### config.mk
export PLATFORM = sky130hd
export DESIGN_NAME = dac_ctrl
export DESIGN_NICKNAME = d
export VERILOG_FILES = /design/src/rtl/dac_pkg.sv /design/src/rtl/dac_ctrl.sv
export SDC_FILE = /design/constraint.sdc
export NUM_CORES = 1
export LEC_CHECK = 0
export ABC_AREA = 0
export BUFFER_PORTS_ARGS = -buffer_cell sky130_fd_sc_hd__buf_2
export CORE_AREA = 2 2 39 41
export DETAILED_ROUTE_END_ITERATION = 7
export DIE_AREA = 0 0 41 43
export PLACE_DENSITY = 0.62
export SYNTH_ARGS = -nofsm -noshare
export SYNTH_HDL_FRONTEND = slang
export SYNTH_SLANG_ARGS = --single-unit
export TNS_END_PERCENT = 50
### constraint.sdc
create_clock -name aclk -period 3.1 [get_ports aclk]
set_clock_uncertainty 0.1 [all_clocks]
set_input_delay 0 -clock aclk [delete_from_list [all_inputs] [get_ports aclk]]
set_output_delay 0 -clock aclk [all_outputs]
set_load 0.02 [all_outputs]
### src/rtl/dac_pkg.sv
// Shared types and constants for the decimal accumulator CPU core.
package dac_pkg;

    localparam int MEM_WORDS_DEF = 100;
    localparam int WORD_BITS     = 32;
    localparam int PC_BITS       = 7;
    localparam int STATUS_BITS   = 3;

    // Decode of non-negative words below DEC_LIMIT: q = (w * RECIP) >> RECIP_SHIFT
    localparam int DEC_LIMIT   = 4400;
    localparam int RECIP       = 5243;
    localparam int RECIP_SHIFT = 19;

    // instruction opcodes (word / 100)
    localparam logic [5:0] OPC_READ   = 6'd10;
    localparam logic [5:0] OPC_WRITE  = 6'd11;
    localparam logic [5:0] OPC_LOAD   = 6'd20;
    localparam logic [5:0] OPC_STORE  = 6'd21;
    localparam logic [5:0] OPC_ADD    = 6'd30;
    localparam logic [5:0] OPC_SUB    = 6'd31;
    localparam logic [5:0] OPC_DIV    = 6'd32;
    localparam logic [5:0] OPC_MUL    = 6'd33;
    localparam logic [5:0] OPC_BR     = 6'd40;
    localparam logic [5:0] OPC_BRNEG  = 6'd41;
    localparam logic [5:0] OPC_BRZERO = 6'd42;
    localparam logic [5:0] OPC_HALT   = 6'd43;

    typedef enum logic [1:0] {
        OP_LOAD_WORD = 2'd0,
        OP_EXEC      = 2'd1,
        OP_PEEK      = 2'd2,
        OP_RESTART   = 2'd3
    } op_t;

    typedef enum logic [STATUS_BITS-1:0] {
        ST_OK       = 3'd0,
        ST_HALTED   = 3'd1,
        ST_PAST_END = 3'd2,
        ST_BAD_OPC  = 3'd3,
        ST_DIV_ZERO = 3'd4
    } status_t;

    typedef enum logic [3:0] {
        IC_READ, IC_WRITE, IC_LOAD, IC_STORE, IC_ADD, IC_SUB, IC_DIV, IC_MUL,
        IC_BR, IC_BRNEG, IC_BRZERO, IC_HALT, IC_BAD
    } icode_t;

    typedef struct packed {
        logic take_in;
        logic wr_in;
        logic rd_addr;
        logic rd_pc;
        logic rd_ix;
        logic peek_cap;
        logic restart;
        logic stop_chk;
        logic exec;
        logic div_apply;
        logic out_load;
    } dac_cmd_t;

    typedef struct packed {
        op_t  op;
        logic is_stopped;
        logic div_go;
        logic div_done;
    } dac_sts_t;

endpackage

### src/rtl/dac_ctrl.sv
// Controller: sequences one transaction through the datapath.
module dac_ctrl (
    input  logic              aclk,
    input  logic              aresetn,
    input  logic              s_valid,
    output logic              s_ready,
    output logic              m_valid,
    input  logic              m_ready,
    output dac_pkg::dac_cmd_t cmd,
    input  dac_pkg::dac_sts_t sts
);

    typedef enum logic [2:0] {
        S_IDLE, S_DISPATCH, S_PEEK, S_DECODE, S_EXEC, S_DIV, S_FINISH
    } state_t;

    state_t state_reg, state_next;
    logic   m_valid_reg, m_valid_next;

    always_comb begin
        cmd          = '0;
        state_next   = state_reg;
        m_valid_next = m_valid_reg;
        if (m_valid_reg && m_ready) begin
            m_valid_next = 1'b0;
        end
        case (state_reg)
            S_IDLE: begin
                if (s_valid) begin
                    cmd.take_in = 1'b1;
                    state_next  = S_DISPATCH;
                end
            end
            S_DISPATCH: begin
                case (sts.op)
                    dac_pkg::OP_LOAD_WORD: begin
                        cmd.wr_in  = 1'b1;
                        state_next = S_FINISH;
                    end
                    dac_pkg::OP_PEEK: begin
                        cmd.rd_addr = 1'b1;
                        state_next  = S_PEEK;
                    end
                    dac_pkg::OP_RESTART: begin
                        cmd.restart = 1'b1;
                        state_next  = S_FINISH;
                    end
                    dac_pkg::OP_EXEC: begin
                        if (sts.is_stopped) begin
                            cmd.stop_chk = 1'b1;
                            state_next   = S_FINISH;
                        end else begin
                            cmd.rd_pc  = 1'b1;
                            state_next = S_DECODE;
                        end
                    end
                    default: state_next = S_FINISH;
                endcase
            end
            S_PEEK: begin
                cmd.peek_cap = 1'b1;
                state_next   = S_FINISH;
            end
            S_DECODE: begin
                cmd.rd_ix  = 1'b1;
                state_next = S_EXEC;
            end
            S_EXEC: begin
                cmd.exec   = 1'b1;
                state_next = sts.div_go ? S_DIV : S_FINISH;
            end
            S_DIV: begin
                if (sts.div_done) begin
                    cmd.div_apply = 1'b1;
                    state_next    = S_FINISH;
                end
            end
            S_FINISH: begin
                if (!m_valid_reg || m_ready) begin
                    cmd.out_load = 1'b1;
                    m_valid_next = 1'b1;
                    state_next   = S_IDLE;
                end
            end
            default: state_next = S_IDLE;
        endcase
    end

    always_ff @(posedge aclk) begin
        if (!aresetn) begin
            state_reg   <= S_IDLE;
            m_valid_reg <= 1'b0;
        end else begin
            state_reg   <= state_next;
            m_valid_reg <= m_valid_next;
        end
    end

    assign s_ready = (state_reg == S_IDLE);
    assign m_valid = m_valid_reg;

    a_one_in_flight: assert property (@(posedge aclk) disable iff (!aresetn)
        s_valid && s_ready |=> !s_ready)
        else $error("second transaction taken while one is in flight");

    a_div_to_finish: assert property (@(posedge aclk) disable iff (!aresetn)
        (state_reg == S_DIV) && sts.div_done |=> (state_reg == S_FINISH))
        else $error("divider completion not applied");

    a_result_from_finish: assert property (@(posedge aclk) disable iff (!aresetn)
        $rose(m_valid_reg) |-> $past(state_reg == S_FINISH))
        else $error("result presented outside finish state");

endmodule

==> impl_metrics.ini <==
[run_status]
status = completed

[routing]
firstDrtPassIters = 2
wl_per_cell_um = 9.87
drc_errors = 0
finalWirelength_um = 859
via_per_inst = 4.77
num_vias = 415
drtIter0Drc = 2
ant_nets = 0

[sta]
finalWorstSetupSlack_ns = 1.59
whs_ns = 0.0775
tightest_slew_ns = 0.444
setup_violations = 0
period_share_pct = 48.8
setup_tns_ns = 0
rsz0062_at_grt = false
hold_viol = 0
timing.slew.headroom_pct = 70.3
drv_slew = 0
min_period_ns = 1.51
fmax_ghz = 0.661

[final_layout]
multi_input_area_um2 = 269
layout_commonest_cell = buf_2
post-route-util_pct = 38.4
final_nets = 87
antenna_cells = 0
layout_common_cells = buf_2, and2_1, ha_1, dfxtp_1
regArea_um2 = 80.1
fin_area_um2 = 532
largest_reg_flops = 3
fillers = 147
drive_above_1_share_pct = 38.0
layoutNonFillerInstCount = 87
area_growth_pct = 42.1

[die]
fp.dieW_um = 41
die_area_um2 = 1760
dieHeight_um = 43
ios = 22
row_count = 14
core_um2 = 1380
start_util_pct = 27.0

[pwr]
leakagePower_nw = 0.280
power_density_nw_per_um2 = 614
p_int_mw = 0.174
seq_power_share_pct = 32.2
peakVddDrop_mv = 0.241
p_sw_mw = 0.153
swShare_pct = 46.7
power_frac_clock_pct = 20.8
pwr-share-comb_pct = 46.9
power_mw = 0.327

[setup_path]
cp_data_arrival_time_ns = 1.41
cp.required_ns = 3.00
path_max_fanout = 8
slowest_delay_ns = 0.45
path_depth = 4
crit_type = reg2out
r2r_slack_ns = 1.74
reg2reg_depth = 3
worst_setup_path_end_kind = output port
r2r_start = state_reg[2]
critPathBufInv = 2
crit_chain = inv_2 > nor3_2 > and3b_1 > buf_2
r2r-end = state_reg[0]
crit_family = flip-flops
worst_setup_path_start_kind = flop
crit_slowest_cell = dfxtp_1

[global_routing]
grt_start_max_net_pins = 16
grt_pass1_vias = 350
grt_usage_pct = 12.3
grt_antenna_before_repair = 0
grt_overflow_total = 0
grt_pass1_wl_um = 1350

[clock_tree]
clock-sinks = 4
clock_latency_ns = 0.25
cts_max_level = 1
root_buffer = clkbuf_4
cts_buffers = 3
cts_tree = done
cts_setup_buffers = 0
clock_path_buffers = 2
clk_transition_reported_paths_ns = 0.04

[place]
dp_slack_ns = 1.74
place_inst = 82
port_buffers = 21
place.gp.congestion = 0.631
dp_hpwl_um = 632
place_area_um2 = 489

[worst_hold_path]
hold_path_class = in2reg
timing.hold.worst_endpoint = state_reg[0]
hp-start = s_valid
min_delay_path_depth = 3

[logic_synthesis]
synth.distinct_cells = 23
synthTopCellsByArea = dfxtp_1, ha_1, and2_1
synth_area_per_cell_um2 = 7.96
syn_area_um2 = 374
synth_top_area_share_pct = 21.4
syn_inst = 47
yosysSeqAreaShare_pct = 21.4
ys_ff_latch = 4
synth_warnings = 0
syn_nets = 61
yosysTopAreaCell = dfxtp_1

[run]
cap_violations = 0
## cell usage after synthesis (all sizes together)
library cell  instances
o311a                 1
a211oi                1
nor3b                 3
and4                  1
nor4                  1
ha                    5
and2                  5
a21oi                 1
o211ai                1
o21ai                 2
nor2                  2
nand2b                2
dfxtp                 4
nand3                 2
nor3                  4
and3b                 1
inv                   4
a2111oi               1
nand2                 3
and2b                 1
buf                   2
## worst register-to-register path, delay by kind of cell (launching register included)
| family | cells | cell delay, ns |
|---|---|---|
| flops | 1 | 0.58 |
| compound gates | 1 | 0.32 |
| simple gates | 2 | 0.27 |
## layer usage
| layer | global-route usage, % | share of wire (%) | vias up |
|---|---|---|---|
| met5 | 0 | 0 | - |
| met4 | 12.0 | 4.1 | 0 |
| met3 | 7.85 | 9.3 | 5 |
| met2 | 15.3 | 44 | 17 |
| met1 | 13.2 | 42 | 176 |
| li1 | - | - | 217 |
## worst max-delay path by stage
stage | startpoint | end | slack, ns
global placement | state_reg[2] | state_reg[0] | 1.78
CTS | state_reg[0] | cmd[7] | 1.57
floorplan | state_reg[2] | cmd[10] | 1.64
finish | state_reg[0] | cmd[7] | 1.59
detailed placement | state_reg[2] | state_reg[0] | 1.74
global route | state_reg[0] | cmd[7] | 1.47
## power by group through the flow
stage	clock (mW)	sequential [mW]	combinational (mW)
4_1_cts	0.0711	0.106	0.155
3_5_place_dp	0	0.107	0.153
3_3_place_gp	0	0.106	0.151
6_report	0.0681	0.105	0.153
2_1_floorplan	0	0.0833	0.132
5_1_grt	0.0751	0.109	0.172
## area by class of cell
type | instances | share of cell area, %
multi-input combinational | 37 | 50.6
sequential | 4 | 15.1
inverter | 4 | 2.82
timing repair buffer | 23 | 23.5
clock buffer | 3 | 4.24
tap | 16 | 3.76
## repair_timing
| item | 4_1_cts | 5_1_grt |
|---|---|---|
| resized for setup | 0 | 0 |
| hold endpoints to repair | 4 | 0 |
| hold buffers | 2 | 0 |
## logic make-up (layout without fill, tap and decap cells)
family,count (synthesis),after routing,synth area share (%)
and+or+nand+nor,25,25,40.5
DFF,4,4,21.4
buffers and inverters,6,30,6.69
adders and majority gates,5,5,16.7
AOI/OAI and AO/OA,7,7,14.7
Note: power is estimated with default switching activity, not from simulation.
